--- config.mk ---
export PLATFORM = sky130hd
export DESIGN_NAME = ppdc_colour
export DESIGN_NICKNAME = d
export VERILOG_FILES = /design/src/rtl/ppdc_pkg.sv /design/src/rtl/ppdc_colour.sv
export SDC_FILE = /design/constraint.sdc
export NUM_CORES = 2
export LEC_CHECK = 0
export BUFFER_PORTS_ARGS = -buffer_cell sky130_fd_sc_hd__buf_2
export CAP_MARGIN = 20
export CORE_ASPECT_RATIO = 0.8
export CORE_MARGIN = 10
export CORE_UTILIZATION = 40
export DETAILED_ROUTE_END_ITERATION = 6
export PLACE_DENSITY = 0.69
export SKIP_CTS_REPAIR_TIMING = 1
export SYNTH_ARGS = -nofsm -noshare
export SYNTH_HDL_FRONTEND = slang
export SYNTH_SLANG_ARGS = --single-unit
--- constraint.sdc ---
create_clock -name clk -period 10.8 [get_ports clk]
set_clock_uncertainty 0.1 [all_clocks]
set_input_delay 0.54 -clock clk [delete_from_list [all_inputs] [get_ports clk]]
set_output_delay 0.54 -clock clk [all_outputs]
set_load 0.05 [all_outputs]
--- src/rtl/ppdc_pkg.sv ---
// ----------------------------------------------------------------------------
// ppdc_pkg
// Types and constants shared by the point projection and depth color block.
// ----------------------------------------------------------------------------
package ppdc_pkg;

  localparam int ADDR_W  = 6;
  localparam int DATA_W  = 64;
  localparam int CAM_W   = 35;
  localparam int NUM_W   = 54;
  localparam int DEN_W   = 38;
  localparam int SQ_W    = 64;
  localparam int ROOT_W  = 32;
  localparam int DIST_W  = 32;
  localparam int PIX_W   = 16;
  localparam int COL_W   = 8;

  localparam logic [2:0] REG_TRANSFORM_X = 3'd0;
  localparam logic [2:0] REG_TRANSFORM_Y = 3'd1;
  localparam logic [2:0] REG_TRANSFORM_Z = 3'd2;
  localparam logic [2:0] REG_INTRINSIC_U = 3'd3;
  localparam logic [2:0] REG_INTRINSIC_V = 3'd4;
  localparam logic [2:0] REG_MAX_DIST    = 3'd5;
  localparam logic [2:0] REG_IMG_WIDTH   = 3'd6;
  localparam logic [2:0] REG_IMG_HEIGHT  = 3'd7;

  localparam logic [DIST_W-1:0] DIST_RESET   = 32'd3276800;
  localparam logic [PIX_W-1:0]  WIDTH_RESET  = 16'd640;
  localparam logic [PIX_W-1:0]  HEIGHT_RESET = 16'd480;

  localparam logic [1:0] BAND_RISE_G = 2'd0;
  localparam logic [1:0] BAND_FALL_B = 2'd1;
  localparam logic [1:0] BAND_RISE_R = 2'd2;
  localparam logic [1:0] BAND_FALL_G = 2'd3;

  typedef struct packed {
    logic signed [31:0] point_x;
    logic signed [31:0] point_y;
    logic signed [31:0] point_z;
  } point_t;

  typedef struct packed {
    logic [PIX_W-1:0] pixel_u;
    logic [PIX_W-1:0] pixel_v;
    logic [COL_W-1:0] colour_red;
    logic [COL_W-1:0] colour_green;
    logic [COL_W-1:0] colour_blue;
  } result_t;

  typedef struct packed {
    logic [63:0]       row_x;
    logic [63:0]       row_y;
    logic [63:0]       row_z;
    logic [47:0]       intr_u;
    logic [31:0]       intr_v;
    logic [DIST_W-1:0] max_dist;
    logic [PIX_W-1:0]  width;
    logic [PIX_W-1:0]  height;
  } cfg_t;

  typedef struct packed {
    logic signed [CAM_W-1:0] xc;
    logic signed [CAM_W-1:0] yc;
    logic signed [CAM_W-1:0] zc;
  } cam_t;

  typedef struct packed {
    logic [NUM_W-1:0] num_u;
    logic [NUM_W-1:0] num_v;
    logic [DEN_W-1:0] den;
    logic [SQ_W-1:0]  range_sq;
    logic             clamp;
  } proj_t;

  typedef struct packed {
    logic [PIX_W-1:0]  pix_u;
    logic [PIX_W-1:0]  pix_v;
    logic [ROOT_W-1:0] root;
    logic              clamp;
  } core_t;

  function automatic logic [DIST_W-1:0] eff_dist(logic [DIST_W-1:0] d);
    return (d == '0) ? DIST_W'(1) : d;
  endfunction

endpackage

--- src/rtl/ppdc_colour.sv ---
// ----------------------------------------------------------------------------
// ppdc_colour
// Bounds check and jet color from the range, with a pipelined 8-bit divide.
// ----------------------------------------------------------------------------
module ppdc_colour (
  input  logic              clk,
  input  logic              rst,
  input  logic              en,
  input  logic              in_valid,
  input  ppdc_pkg::core_t   in_data,
  input  ppdc_pkg::cfg_t    cfg,
  output logic              out_valid,
  output ppdc_pkg::result_t out_data
);
  import ppdc_pkg::*;

  localparam int T_W = DIST_W + 2;
  localparam int X_W = DIST_W + 10;

  typedef struct packed {
    logic [X_W-1:0]   rem;
    logic [COL_W-1:0] q;
    logic [1:0]       band;
    logic [PIX_W-1:0] pix_u;
    logic [PIX_W-1:0] pix_v;
  } dstep_t;

  logic [DIST_W-1:0] m;
  logic [T_W-1:0]    m2, m3, m4;

  logic              v1, v2, v3, v4;
  logic [T_W-1:0]    t1, t2;
  logic [1:0]        band2, band3, band4;
  logic [DIST_W-1:0] num3;
  logic [X_W-1:0]    x4;
  logic [PIX_W-1:0]  u1, u2, u3, u4, w1, w2, w3, w4;
  logic [T_W-1:0]    diff;

  dstep_t cur [COL_W];
  dstep_t nxt [COL_W];
  dstep_t sr  [COL_W];
  logic   vld [COL_W];

  assign m = eff_dist(cfg.max_dist);

  always_ff @(posedge clk) begin
    m2 <= {1'b0, m, 1'b0};
    m3 <= T_W'(m) + {1'b0, m, 1'b0};
    m4 <= {m, 2'b00};
  end

  always_ff @(posedge clk) begin
    if (rst) begin
      v1 <= 1'b0;
      v2 <= 1'b0;
      v3 <= 1'b0;
      v4 <= 1'b0;
    end else if (en) begin
      v1 <= in_valid && (in_data.pix_u < cfg.width) && (in_data.pix_v < cfg.height);
      v2 <= v1;
      v3 <= v2;
      v4 <= v3;
    end
  end

  always_comb begin
    case (band2)
      BAND_RISE_G: diff = t2;
      BAND_FALL_B: diff = m2 - t2;
      BAND_RISE_R: diff = t2 - m2;
      default:     diff = m4 - t2;
    endcase
  end

  always_ff @(posedge clk) begin
    if (en) begin
      t1 <= in_data.clamp ? {m, 2'b00} : {in_data.root, 2'b00};
      u1 <= in_data.pix_u;
      w1 <= in_data.pix_v;
      t2 <= t1;
      if (t1 < T_W'(m)) begin
        band2 <= BAND_RISE_G;
      end else if (t1 < m2) begin
        band2 <= BAND_FALL_B;
      end else if (t1 < m3) begin
        band2 <= BAND_RISE_R;
      end else begin
        band2 <= BAND_FALL_G;
      end
      u2    <= u1;
      w2    <= w1;
      band3 <= band2;
      u3    <= u2;
      w3    <= w2;
      num3  <= diff[DIST_W-1:0];
      x4    <= (X_W'(num3) << 9) - (X_W'(num3) << 1) + X_W'(m);
      band4 <= band3;
      u4    <= u3;
      w4    <= w3;
    end
  end

  always_comb begin
    logic [X_W-1:0] dsh;
    cur[0].rem   = x4;
    cur[0].q     = '0;
    cur[0].band  = band4;
    cur[0].pix_u = u4;
    cur[0].pix_v = w4;
    for (int k = 1; k < COL_W; k++) begin
      cur[k] = sr[k-1];
    end
    for (int k = 0; k < COL_W; k++) begin
      nxt[k] = cur[k];
      dsh    = X_W'({m, 1'b0}) << (COL_W - 1 - k);
      if (cur[k].rem >= dsh) begin
        nxt[k].rem              = cur[k].rem - dsh;
        nxt[k].q[COL_W - 1 - k] = 1'b1;
      end
    end
  end

  always_ff @(posedge clk) begin
    if (rst) begin
      for (int k = 0; k < COL_W; k++) vld[k] <= 1'b0;
    end else if (en) begin
      vld[0] <= v4;
      for (int k = 1; k < COL_W; k++) vld[k] <= vld[k-1];
    end
  end

  always_ff @(posedge clk) begin
    if (en) begin
      for (int k = 0; k < COL_W; k++) sr[k] <= nxt[k];
    end
  end

  always_comb begin
    out_data.pixel_u = sr[COL_W-1].pix_u;
    out_data.pixel_v = sr[COL_W-1].pix_v;
    case (sr[COL_W-1].band)
      BAND_RISE_G: begin
        out_data.colour_red   = '0;
        out_data.colour_green = sr[COL_W-1].q;
        out_data.colour_blue  = '1;
      end
      BAND_FALL_B: begin
        out_data.colour_red   = '0;
        out_data.colour_green = '1;
        out_data.colour_blue  = sr[COL_W-1].q;
      end
      BAND_RISE_R: begin
        out_data.colour_red   = sr[COL_W-1].q;
        out_data.colour_green = '1;
        out_data.colour_blue  = '0;
      end
      default: begin
        out_data.colour_red   = '1;
        out_data.colour_green = sr[COL_W-1].q;
        out_data.colour_blue  = '0;
      end
    endcase
  end

  assign out_valid = vld[COL_W-1];

endmodule

==> flow_summary.ini <==
[final_layout]
layout_common_cells = edfxtp_1 (879), ha_1 (523), a21oi_1 (401)
drive_gt1_share_pct = 9.57
nets = 6240
final_area_um2 = 62700
fillerInstances = 12600
area_growth_pct = 12.5
final_common_cell = edfxtp_1

[detailed_routing]
drcViolationCount = 0
wl_per_cell_um = 18.1
ant_nets = 0
dr.first_iter.drc_count = 2983
first_pass_iters = 6
vias_per_cell = 5.39
wl_um = 131000
num_vias = 39000

[yosys]
syn-num-nets = 6010
ys_seq_area_share_pct = 49.8
synth_cells = 5050
syn_avg_cell_area_um2 = 11.0
ys.flop_type = edfxtp_1
synth_edf_count = 879
synth-async-reset-ratio_pct = 0
synth.distinct_cells = 95
synth_warnings = 0
ys_ff_latch = 948
syn_area_um2 = 55800

[cts]
htreeDepth = 3
clock_path_buffers = 3
cts_tree = yes
cts_made_buffers = 99
cts_root_buf = clkbuf_16
clock-sinks = 948
clk_pin_slew_worst_paths_ps = 60
clock_latency_ps = 730

[timing]
hold_slack_ps = 37.5
finalHoldViolCount = 0
min_period_ps = 6040
relSlewSlack_pct = 26.5
fin_crit_sh_pct = 55.9
setup_tns_ps = 0
setup_viol = 0
max_clock_freq_mhz = 166
drv_slew = 0
tightest_slew_ps = 1100
rsz0062_at_grt = false

[setup_path]
start_kind = input pin
max_stage_delay_ps = 580
cp_max_fo = 62
critPathKind = input pin to register
endpoint_kind = register
cp.required_ps = 11170
critPathSlowestCell = dlygate4sd3_1
path_cells = dlygate4sd3_1 > buf_2 > nor4_1 > nand4_1 > nor2_1 > nor2_1 > inv_1 > buf_4 > ha_1 > inv_1 > fa_1 > a21o_1 > a221o_1 > a211oi_1 > nor3b_1 > o21ai_1 > o21ai_1 > a21o_1 > nor2_4 > buf_4 > mux2_2
cp_data_arrival_time_ps = 6410

[floorplanning]
die_area_um2 = 155000
io_pins = 462
initial_core_util_pct = 40.3
dieWidth_um = 437
die_h_um = 354
coreArea_um2 = 138000
std_cell_rows = 122

[hold_path]
hold_path_class = input pin to register

[grt]
antenna_found_initial = 2
grt_pass1_wl_um = 206000
grtUsageTotal_pct = 16.3
first_global_vias = 37500
gr-total-overflow = 0
grt_max_degree = 204

[run]
maxCapViolCount = 0

[placement]
hpwl_um = 97500
io_buffers = 189
routabilityCongestion = 0.917
placed_area_um2 = 58600

[power_and_ir_drop]
switching_share_pct = 36.6
p_seq_share_pct = 36.2
ir_drop_v = 0.000140
internal_power_mw = 10.0
p_leak_nw = 25.5
pwr-share-clk_pct = 22.1
power_density_nw_per_um2 = 253
p_sw_mw = 5.80
comb_power_share_pct = 41.8

[run_status]
outcome = complete, no violations
==> critical path, delay by kind of cell <==
kind / cells / cell delay [ps]
AOI/OAI and AO/OA: 6 / 1760
adders and majority gates: 2 / 590
buffers and inverters: 6 / 1850
muxes: 1 / 400
and+or+nand+nor: 6 / 1240
==> final timing paths <==
kind	start	endpoint	slack, ps	cells past startpoint
setup / recovery	cfg[39]	sr[0][230]$_DFFE_PP_	4760	21
setup reg to reg	band2[1]$_SDFFCE_PP0P_	num3[24]$_DFFE_PP_	5770	18
hold reg to reg	u1[15]$_DFFE_PP_	u2[15]$_DFFE_PP_	270	0
hold / removal	in_data[31]	t1[32]$_DFFE_PP_	40	2
==> per-stage QoR <==
step           setup WS [ps]  power, mW  cells  util, %
3_5_place_dp            4630       12.3   6961     42.3
4_1_cts                 5450       15.8   7145     44.7
5_1_grt                 4530       17.0   7223     45.3
3_3_place_gp            4730       12.1   6961     42.3
6_report                4760       15.8   7224     45.3
2_1_floorplan           6390       10.7   5050        -
==> final cells by class <==
class | instances | area (um^2) | area share (%)
clock inverter | 72 | 813 | 1.30
antenna | 1 | 2.50 | 0.00399
sequential | 948 | 27800 | 44.3
timing repair buffer | 307 | 2090 | 3.33
tap | 1860 | 2330 | 3.71
inverter | 337 | 1260 | 2.02
clock buffer | 112 | 2550 | 4.06
multi-input combinational | 3587 | 25900 | 41.3
==> power groups by stage <==
stage / Sequential [mW] / Combinational, mW / Clock, mW
after floorplan: 5.57 / 5.14 / 0
after global placement: 5.77 / 6.35 / 0
after detailed placement: 5.78 / 6.48 / 0
after CTS: 5.71 / 6.52 / 3.60
after global routing: 5.80 / 7.43 / 3.73
final: 5.73 / 6.62 / 3.49
==> cells in the mapped netlist, types with 53 or more instances <==
library cell | instances | share of area [%]
nor3_1 | 61 | 0.55
a21oi_1 | 401 | 3.6
nor2_1 | 263 | 1.8
inv_1 | 336 | 2.3
xor2_1 | 148 | 2.3
a21o_1 | 249 | 3.4
edfxtp_1 | 879 | 47
xnor2_1 | 185 | 2.9
nand3_1 | 82 | 0.74
nand2_1 | 380 | 2.6
nand4_1 | 62 | 0.70
ha_1 | 523 | 12
o21ai_0 | 368 | 3.3
o21a_1 | 53 | 0.71
mux2_2 | 70 | 1.4
dfxtp_1 | 69 | 2.5
clkbuf_1 | 112 | 0.75
nor2b_1 | 65 | 0.73
==> per-layer routing <==
layer  vias to the layer above  routed length, um  track usage, %
li1                      19200                  -               -
met1                     18500              61000            22.6
met2                      1066              58500            26.0
met3                       211               7590            2.79
met4                         0               3600            4.47
met5                         -                  0               0
==> state kept, by name, indices dropped and copies added (netlist names), 2 cells and up <==
| name | cells |
|---|---|
| sr | 602 |
| x4 | 42 |
| m3 | 34 |
| t1 | 32 |
| m2 | 31 |
| num3 | 31 |
| t2 | 30 |
| u1 | 16 |
| u2 | 16 |
| u3 | 16 |
| u4 | 16 |
| w1 | 16 |
| w2 | 16 |
| w3 | 16 |
| w4 | 16 |
| vld | 8 |
| band2 | 2 |
| band3 | 2 |
| band4 | 2 |
==> logic make-up after synthesis <==
| logic type | synth area share (%) |
|---|---|
| compound gates | 16.1 |
| simple gates | 10.3 |
| flops | 49.8 |
| fa+ha+maj | 12.9 |
| buf+inv | 3.78 |
| xor+xnor | 5.23 |
| mux | 1.95 |
Power figures use the tool's default switching activity.
